$ cat src/hdl/mpbm_ram.sv
// Generic simple dual-port RAM with registered read.
module mpbm_ram #(
	parameter int WIDTH = 8,
	parameter int DEPTH = 16
) (
	input  logic                     clk,
	input  logic                     we,
	input  logic [$clog2(DEPTH)-1:0] waddr,
	input  logic [WIDTH-1:0]         wdata,
	input  logic [$clog2(DEPTH)-1:0] raddr,
	output logic [WIDTH-1:0]         rdata
);

	logic [WIDTH-1:0] mem [DEPTH];

	always_ff @(posedge clk) begin
		if (we) begin
			mem[waddr] <= wdata;
		end
		rdata <= mem[raddr];
	end

endmodule

$ cat config.mk
export PLATFORM = sky130hd
export DESIGN_NAME = mpbm_ram
export DESIGN_NICKNAME = d
export VERILOG_FILES = /design/src/hdl/mpbm_ram.sv
export SDC_FILE = /design/constraint.sdc
export NUM_CORES = 1
export LEC_CHECK = 0
export ABC_AREA = 1
export BUFFER_PORTS_ARGS = -buffer_cell sky130_fd_sc_hd__buf_4
export CORE_MARGIN = 2
export CORE_UTILIZATION = 43
export DETAILED_ROUTE_END_ITERATION = 12
export RECOVER_POWER = 25
export SLEW_MARGIN = 20
export SYNTH_ARGS = -nofsm -noshare
export SYNTH_HDL_FRONTEND = slang
export SYNTH_SLANG_ARGS = --single-unit
$ cat constraint.sdc
create_clock -name clk -period 1.25 [get_ports clk]
set_clock_uncertainty 0.2 [all_clocks]
set_input_delay 0 -clock clk [delete_from_list [all_inputs] [get_ports clk]]
set_output_delay 0 -clock clk [all_outputs]
set_load 0.01 [all_outputs]
# Yosys cells after proc, flatten, opt, wreduce, memory -nomap -nowiden
# Memories as Yosys holds them, arrays and structs flattened. A register that Yosys moved wholly into a read port is not among the register bits.
# Cells that the tools add are included.
# Widths: inputs -> output; s select.
[totals] n_memories=1 word_cells=3 regBits=0 in_bits=18 mem_bits_rw=128
[memory_table] memory="mem" depth=16 word_bits=8 rd=1 rd_ports_with_merged_regs=1 write_ports=1 line="14" text="logic [WIDTH-1:0] mem [DEPTH];"
[classes] n_mux=2
[op_table] cell="$mux 1" n=2

# Logic depth before layout (Yosys ltp)
# Gate-level depths: netlist of the first run.
[depth] word_depth=2 ltp_mapped=8 depth_no_buf=7

# Worst setup path before layout of the first run
# OpenSTA, ideal clock, no wires.
[synth_timing] path_type="input to register" startpoint="in waddr[3]" endpoint="mem mem[4][0], enable pin" setup_ps=370 cell_stages=2 required_time_ps=680 setup_slack_ps=99 t_arrival_ps=581 cell_sequence="nand3b_1 nor2_1"
[synth_rtl] item="start, declared" line="8" text="input logic [$clog2(DEPTH)-1:0] waddr,"
[synth_rtl] item="end, declared" line="14"
# No word-level cell before the write port.

==> out/metrics.cfg, run 1 <==
[routing]
ant_nets = 0
wl_mm = 13.0
drt_iter0_drc = 264
firstDrtPassIters = 4
route.detailed.drc = 0
vias_per_cell = 4.73
wl_per_cell_um = 16.2
num_vias = 3776

[clock_network]
root_buffer = clkbuf_16
clkLatencyLatePin_ns = 0.42
tritoncts = built
clk_pin_slew_ns = 0.06
cts.sinks = 136
numCtsBuffers = 17
h-tree-depth = 4
cts_buffer_depth = 2
post-cts-setup-buffer-count = 0

[synthesis]
synth_edf_count = 128
synthTopCellsByCount = nand2_1, edfxtp_1, inv_1
synthArstFlopShare_pct = 0
syn_area_mm2 = 0.00577
syn-instance-count = 551
yosys.area_share.simple_pct = 21.0
synth_ff_type = edfxtp_1
synthXorXnorAreaFrac_pct = 0
synth.area.top_cells = edfxtp_1, nand2_1, nand3_1
syn_avg_cell_area_um2 = 10.5
synthMuxAreaShare_pct = 0
yosysMostFrequentCell = nand2_1
ys_ff_latch = 136
seq_area_frac_synth_pct = 69.4
yosysUniqueCellTypes = 12
synth.net_count = 569
yosys_warnings = 0
yosys.area.top_type = edfxtp_1
yosys.area_share.adder_pct = 0
synth_top_area_share_pct = 66.7
synth_top_family_by_area = simple AND/OR/NAND/NOR gates
synth-compound-area-share_pct = 0

[sta]
fin_crit_ns = 1.20
finalHoldViolations = 0
fmax_mhz = 835
setup_violations = 0
setup_ws_ns = 0.0531
fin_crit_sh_pct = 95.8
worstMarginPinSlew_ns = 0.538
finalSetupTns_ns = 0
relSlewSlack_pct = 64.1
rsz0062_at_grt = no
slew_viol_final = 0

[floorplan]
ios = 26
die-area_mm2 = 0.0144
start_util_pct = 43.7
rows = 42
die_y_um = 120
die_w_um = 120
core_mm2 = 0.0132

[final_layout]
antennaDiodeCount = 0
syn_to_final_growth_pct = 19.9
design_area_mm2 = 0.00691
utilization_pct = 52.4
seqCellArea_mm2 = 0.00400
nFillCells = 1171
stdcell_count = 799
multiInputGateArea_mm2 = 0.00122
fin_nets = 628
drive_gt1_share_pct = 11.6

[placed_design]
dp_hpwl_mm = 8.16
place_inst = 755
place_ws_ns = 0.0257
numPortBuffers = 25
place.gp.congestion = 0.833
postPlaceCellArea_mm2 = 0.00627

[setup_path]
slowest_stage = edfxtp_1
path_cells = inv_1 > nand2_1 > nand3_1 > nand3_1 > nand3_1 > nand2_1
crit_fanout = 1
cp.arrival_ns = 1.30
critPathMostFrequentCell = nand3_1
rr_endpoint = rdata[1]
crit_required_ns = 1.36
end_kind = flip-flop
cp_top_family = simple AND/OR/NAND/NOR gates
critPathMaxStageDelay_ns = 0.35
r2r_slack_ns = 0.05
path_class = reg -> reg
timing.rr.start = mem[7][1]
reg2reg_depth = 6
crit_path_start_kind = flip-flop
path_buf_inv = 1

[power_and_ir_drop]
p_per_area_mw_per_mm2 = 1500
vdd_drop_max_v = 0.000729
power_leakage_uw = 0.00299

[status]
status = finished, final reports clean

[global_route]
grt_pass1_vias = 3710
grt_max_degree = 35
antenna_found_initial = 0
globalRouteTotalUtil_pct = 19.5
grt_overflow = 0
grt_pass1_wl_mm = 20.2

[worst_hold_path]
min_to = mem[1][7]
hold_class = in -> reg
whs_path_depth = 5
hp-start = waddr[2]

[flow_run]
drv_cap = 0

-- sequential cells by signal, indices dropped and copies added, names as in the netlist --
register / flops
rdata: 8
mem: 128
-- per-layer routing --
layer,part of all wire (%),global-route usage [%]
met4,1.9,7.87
met3,6.6,5.75
met2,48,31.0
met5,0,0
met1,43,25.3
-- power breakdown --
part	switching (µW)	total (µW)	leakage, µW	internal (µW)
logic	449	709	0.00149	259
clock network	1670	4530	0.000268	2860
registers	41.0	5140	0.00122	5100
-- layout by cell type, fill, tap and decap left out --
cell type and n:
inv_1 100, dfxtp_1 8, clkbuf_2 3, clkbuf_1 16, dlygate4sd3_1 12, buf_4 36, nand3_2 2, clkinv_2 2
nand3b_1 2, nand2_1 173, inv_2 2, clkbuf_16 18, buf_12 5, nor2_1 17, clkbuf_8 4, edfxtp_1 128
nand3_1 95
-- cells by family (layout without fill, tap and decap cells) --
logic type	after synthesis	count (layout)
flip-flops	136	136
buffers and inverters	126	198
AND/OR/NAND/NOR	289	289
-- tightest hold or removal path, delay by kind of cell --
family	cells	cell delay, ns
AND/OR/NAND/NOR	3	0.19
buffers and inverters	2	0.26
-- cell type report --
class	count	area share (%)
Clock buffer	30	7.75
Clock inverter	2	0.145
Inverter	102	5.54
Multi-Input combinational cell	289	17.7
Sequential cell	136	57.9
Timing Repair Buffer	64	7.75
Tap cell	176	3.19
-- how the worst max path moves through the flow --
stage	slack (ns)	cells past startpoint	end	start
final	0.05	6	rdata[1]	mem[7][1]
after global routing	0.00006	6	rdata[1]	mem[7][1]
after global placement	0.02	4	mem[9][6]	waddr[2]
after detailed placement	0.03	4	mem[11][6]	waddr[2]
after floorplan	0.1	2	mem[4][0]	waddr[3]
after CTS	0.06	6	rdata[5]	mem[9][5]
-- timing repair --
item                                    in CTS  in global routing
resized for setup                            0                  2
hold endpoints to repair                   145                  0
hold buffers                                12                  0
endpoints found under the setup margin       0                  2
-- through the flow --
step                      hold slack, ns  total power, µW
final                            0.00958            10400
after CTS                        0.00702            10500
after global placement             0.116             5920
after global routing              0.0371            10800
after detailed placement           0.117             5930
after floorplan                   -0.101             5590
(Power assumes the default switching activity.)
==> inputs of run 2 (changes only) <==
- CTS_BUF_LIST: default -> sky130_fd_sc_hd__clkbuf_4 sky130_fd_sc_hd__clkbuf_8
==> out/metrics.cfg, run 2 (same netlist as run 1, synthesis figures left out) <==
[global_route]
antenna_found_initial = 0  ; unchanged
grt_pass1_vias = 3706  ; -0.11%
grt-busiest-layer = met2
gr-usage-met3_pct = 4.18  ; -1.6 points
grt_pass1_wl_mm = 20.1  ; -0.41%
grt_overflow = 0  ; unchanged
use_met1_pct = 25.1  ; -0.14 points
grt_use_met2_pct = 31.3  ; +0.32 points
globalRouteTotalUtil_pct = 19.3  ; -0.21 points
grt_max_degree = 35  ; unchanged

[setup_path]
path_cells = buf_4
cp.arrival_ns = 0.97  ; -0.33 ns
crit_path_end = rdata[5]
critPathMaxStageDelay_ns = 0.38  ; +0.03 ns
cp_top_family = flip-flops
r2r_slack_ns = 0.10  ; +0.05 ns
crit_fanout = 1  ; unchanged
slowest_stage = dfxtp_1
path_depth = 1  ; -5
crit_required_ns = 1.05  ; -0.31 ns
rr_endpoint = rdata[7]
end_kind = output port
crit_path_start_kind = flip-flop
path_buf_inv = 1  ; unchanged
timing.rr.start = mem[13][7]
path_class = reg -> out
reg2reg_depth = 6  ; unchanged
crit_start = rdata[5]

[final_layout]
stdcell_count = 803  ; +0.50%
reg_top3 = mem: 128 flops, rdata: 8 flops
drive_gt1_share_pct = 15.3  ; +3.8 points
final_cell_mix = nand2_1, edfxtp_1, inv_1, nand3_1, buf_4
utilization_pct = 52.4  ; about the same
largest_reg_flops = 128  ; unchanged
antennaDiodeCount = 0  ; unchanged
fin_nets = 632  ; +0.64%
final_common_cell = nand2_1
syn_to_final_growth_pct = 19.8  ; about the same
regMostFlops = mem

[routing]
ant_nets = 0  ; unchanged
drt_iter0_drc = 367  ; +39%
vias_per_cell = 4.80  ; +1.5%
firstDrtPassIters = 5  ; +1
route.detailed.drc = 0  ; unchanged
wl_per_cell_um = 16.6  ; +2.1%
num_vias = 3853  ; +2.0%
wl_mm = 13.3  ; +2.6%

[clock_network]
clkLatencyLatePin_ns = 0.44  ; +0.02 ns
tritoncts = built
numCtsBuffers = 17  ; unchanged
clk_pin_slew_ns = 0.07  ; about the same
cts.sinks = 136  ; unchanged
h-tree-depth = 4  ; unchanged
root_buffer = clkbuf_8
post-cts-setup-buffer-count = 0  ; unchanged
cts_buffer_depth = 2  ; unchanged

[floorplan]
rows = 42  ; unchanged
die_w_um = 120  ; unchanged
core_mm2 = 0.0132  ; unchanged
die-area_mm2 = 0.0144  ; unchanged
start_util_pct = 43.7  ; unchanged
die_y_um = 120  ; unchanged
ios = 26  ; unchanged

[sta]
worstMarginPinSlew_ns = 0.414  ; -0.124 ns
relSlewSlack_pct = 72.4  ; +8.3 points
fin_crit_sh_pct = 93.5  ; -2.2 points
slew_viol_final = 0  ; unchanged
rsz0062_at_grt = no
setup_violations = 0  ; unchanged
fin_crit_ns = 1.17  ; -0.0276 ns
finalSetupTns_ns = 0  ; unchanged
finalHoldViolations = 0  ; unchanged
whs_ns = 0.00476  ; -0.00482 ns
fmax_mhz = 855  ; +2.4%

[worst_hold_path]
hold_class = in -> reg
whs_path_depth = 4  ; -1

[placed_design]
place_inst = 755  ; unchanged
dp_hpwl_mm = 8.16  ; unchanged
place.gp.congestion = 0.833  ; unchanged
numPortBuffers = 25  ; unchanged

[power_and_ir_drop]
vdd_drop_max_v = 0.000718  ; -1.5%
p_per_area_mw_per_mm2 = 1350  ; -9.8%
power_leakage_uw = 0.00303  ; +1.6%

[flow_run]
drv_cap = 0  ; unchanged

[status]
status = finished, final reports clean

run 2: cell count changes in the layout (fill, tap and decap cells not counted), sizes merged:
| cell | change |
|---|---|
| buf | +4 |
| dlymetal6s4s | +4 |
| clkbuf | -4 |
| bufinv | +1 |
| dlygate4sd3 | -1 |
run 2: power by group:
part / total, µW / switching (µW) / internal (µW)
clock: 3460 / 1500 / 1960
sequential: 5140 / 41.3 / 5100
combinational: 756 / 469 / 287
run 2: worst min-delay path by stage:
stage,start,end
final,waddr[2],mem[14][0]
after detailed placement,raddr[3],rdata[6]
after global placement,raddr[3],rdata[6]
after CTS,raddr[1],rdata[5]
after global routing,waddr[2],mem[15][2]
after floorplan,wdata[0],mem[0][0]
run 2: cell type report:
| class | instances | area (µm²) |
|---|---|---|
| flip-flops and latches | 136 | 4000 |
| repair buffers | 68 | 663 |
| multi-input cells | 289 | 1250 |
| fillers | 1174 | 6280 |
| clock inverters | 3 | 40.0 |
| clock buffers | 29 | 349 |
| inverters | 102 | 385 |
| well taps | 176 | 220 |
run 2: metrics by stage:
step | power, µW | worst slack, ns | area [µm²]
after CTS | 9400 | 0.0172 | 6820
after floorplan | 5590 | 0.0992 | 5770
after detailed placement | 5930 | 0.0257 | 6270
after global placement | 5920 | 0.0214 | 6270
final | 9350 | 0.0807 | 6910
after global routing | 9710 | 0.00546 | 6910
run 2: worst min-delay path: cells and delay by family:
kind                   cells  cell delay [ns]
buffers and inverters      2             0.29
and+or+nand+nor            2             0.16
run 2: metal layers:
layer	wire, µm	vias up	part of all wire, %
met2	6370	109	48
met5	0	-	0
met3	617	25	4.6
li1	-	1899	-
met1	5970	1820	45
met4	349	0	2.6
run 2: what timing repair did:
action / CTS / global route
hold endpoints to repair: 170 / 0
hold buffers: 16 / 0
setup endpoints to repair: 0 / 132
gates resized for setup: 0 / 20
==> inputs of run 3 (changes only) <==
==> constraint.sdc (replaced) <==
create_clock -name clk -period 1.25 [get_ports clk]
set_clock_uncertainty 0.2 [all_clocks]
set_input_delay 0.0625 -clock clk [delete_from_list [all_inputs] [get_ports clk]]
set_output_delay 0.0625 -clock clk [all_outputs]
set_load 0.01 [all_outputs]
==> out/metrics.cfg, run 3 (same netlist as run 1, synthesis figures left out) <==
[status]
status = finished, final reports clean

[sta]
fmax_mhz = 826  ; -3.4%
setup_violations = 0  ; unchanged
finalHoldViolations = 0  ; unchanged
rsz0062_at_grt = no
relSlewSlack_pct = 62.5  ; -9.8 points
fin_crit_ns = 1.21  ; +0.0415 ns
slew_viol_final = 0  ; unchanged
fin_crit_sh_pct = 96.9  ; +3.3 points
worstMarginPinSlew_ns = 0.562  ; +0.148 ns
whs_ns = 0.0296  ; +0.0249 ns

[power_and_ir_drop]
swShare_pct = 21.9  ; +0.42 points
p_comb_share_pct = 8.1  ; about the same
power_leakage_uw = 0.00298  ; -1.8%
clkPwrFrac_pct = 36.2  ; -0.8 points
p_switching_uw = 2020  ; +0.49%
totalPowerFinal_uw = 9220  ; -1.4%
p_per_area_mw_per_mm2 = 1350  ; -0.65%
p_int_uw = 7200  ; -2.0%
vdd_drop_max_v = 0.000743  ; +3.5%
pwr-share-seq_pct = 55.8  ; +0.9 points

[routing]
drt_iter0_drc = 371  ; +1.1%
num_vias = 3962  ; +2.8%
ant_nets = 0  ; unchanged
vias_per_cell = 4.90  ; +2.2%
firstDrtPassIters = 5  ; unchanged
wl_per_cell_um = 16.2  ; -2.5%
route.detailed.drc = 0  ; unchanged
wl_mm = 13.1  ; -1.9%

[worst_hold_path]
hold_class = in -> reg
hp-start = raddr[1]

[floorplan]
die_w_um = 120  ; unchanged
die_y_um = 120  ; unchanged
ios = 26  ; unchanged
die-area_mm2 = 0.0144  ; unchanged
rows = 42  ; unchanged
core_mm2 = 0.0132  ; unchanged
start_util_pct = 43.7  ; unchanged

[final_layout]
fin_nets = 637  ; +0.79%
drive_gt1_share_pct = 15.3  ; +0.037 points
largest_reg_flops = 128  ; unchanged
antennaDiodeCount = 0  ; unchanged
regMostFlops = mem
multiInputGateArea_mm2 = 0.00125  ; +0.20%
nFillCells = 1159  ; -1.3%
final_common_cell = nand2_1
syn_to_final_growth_pct = 18.8
seqCellArea_mm2 = 0.00401  ; +0.12%
final_cell_mix = nand2_1, edfxtp_1, inv_1, nand3_1, buf_4
reg_top3 = mem: 128 flops, rdata: 8 flops

[setup_path]
crit_start = rdata[1]
critPathMaxStageDelay_ns = 0.37  ; about the same
path_cells = buf_4
cp.arrival_ns = 0.95  ; -0.02 ns
cp_top_family = flip-flops
slowest_stage = dfxtp_1
crit_required_ns = 0.99  ; -0.06 ns
crit_fanout = 1  ; unchanged
end_kind = output port
path_buf_inv = 1  ; unchanged
timing.rr.start = mem[9][5]
path_class = reg -> out
crit_path_start_kind = flip-flop

[placed_design]
numPortBuffers = 25  ; unchanged
place.gp.congestion = 0.828  ; -0.59%
dp_hpwl_mm = 8.36  ; +2.5%

[global_route]
grt_max_degree = 32  ; -8.6%
globalRouteTotalUtil_pct = 19.7  ; +0.35 points
grt_overflow = 0  ; unchanged
grt_pass1_wl_mm = 20.4  ; +1.4%
grt_pass1_vias = 3809  ; +2.8%
antenna_found_initial = 0  ; unchanged

[flow_run]
drv_cap = 0  ; unchanged

[clock_network]
cts_buffer_depth = 2  ; unchanged
clkLatencyLatePin_ns = 0.44  ; about the same
root_buffer = clkbuf_8
tritoncts = built
h-tree-depth = 4  ; unchanged
clk_pin_slew_ns = 0.07  ; about the same
post-cts-setup-buffer-count = 0  ; unchanged
numCtsBuffers = 17  ; unchanged
cts.sinks = 136  ; unchanged

==> run 3: power by group through the flow <==
stage	clock, µW	sequential (µW)	combinational (µW)
after floorplan	0	5230	360
after global placement	0	5230	708
after detailed placement	0	5240	715
after CTS	3410	5140	750
after global routing	3610	5150	825
final	3330	5140	744
==> run 3: per-layer routing <==
layer  GRT usage [%]  share of wire, %  up-vias
li1                -                 -     1905
met1            25.5                43     1886
met2            30.0                47      143
met3            4.61               6.0       28
met4            12.0               3.4        0
met5               0                 0        -
==> run 3: area by class of cell <==
class	count	area share, %
clock buffer	29	5.28
sequential	136	58.5
inverter	102	5.59
timing repair buffer	73	8.98
clock inverter	3	0.219
multi-input combinational	289	18.2
tap	176	3.21
==> run 3: final timing paths <==
check             depth (start not counted)  slack, ns       end
hold reg to reg                           6       0.48  rdata[6]
hold / removal                            7       0.03  rdata[5]
setup reg to reg                          6       0.09  rdata[5]
setup / recovery                          1       0.04  rdata[1]
==> run 3: repair_timing <==
action,CTS,global route
hold endpoints to repair,142,0
hold buffers,13,0
resized for setup,3,8
setup endpoints to repair,3,7
==> run 3: worst min-delay path: cells and delay by family <==
kind                   cells  cell delay (ns)
buffers and inverters      3             0.31
and+or+nand+nor            4             0.28
==> run 3: stage by stage <==
step	setup TNS [ns]	utilization (%)	setup slack [ns]	instance area, µm²	std cells
2_1_floorplan	0	-	0.0367	5770	551
5_1_grt	0	52.0	0.00559	6850	808
3_5_place_dp	-1.25	48.1	-0.111	6350	763
6_report	0	52.0	0.0392	6850	808
4_1_cts	0	52.0	0.00685	6860	808
3_3_place_gp	-0.646	48.1	-0.120	6350	763
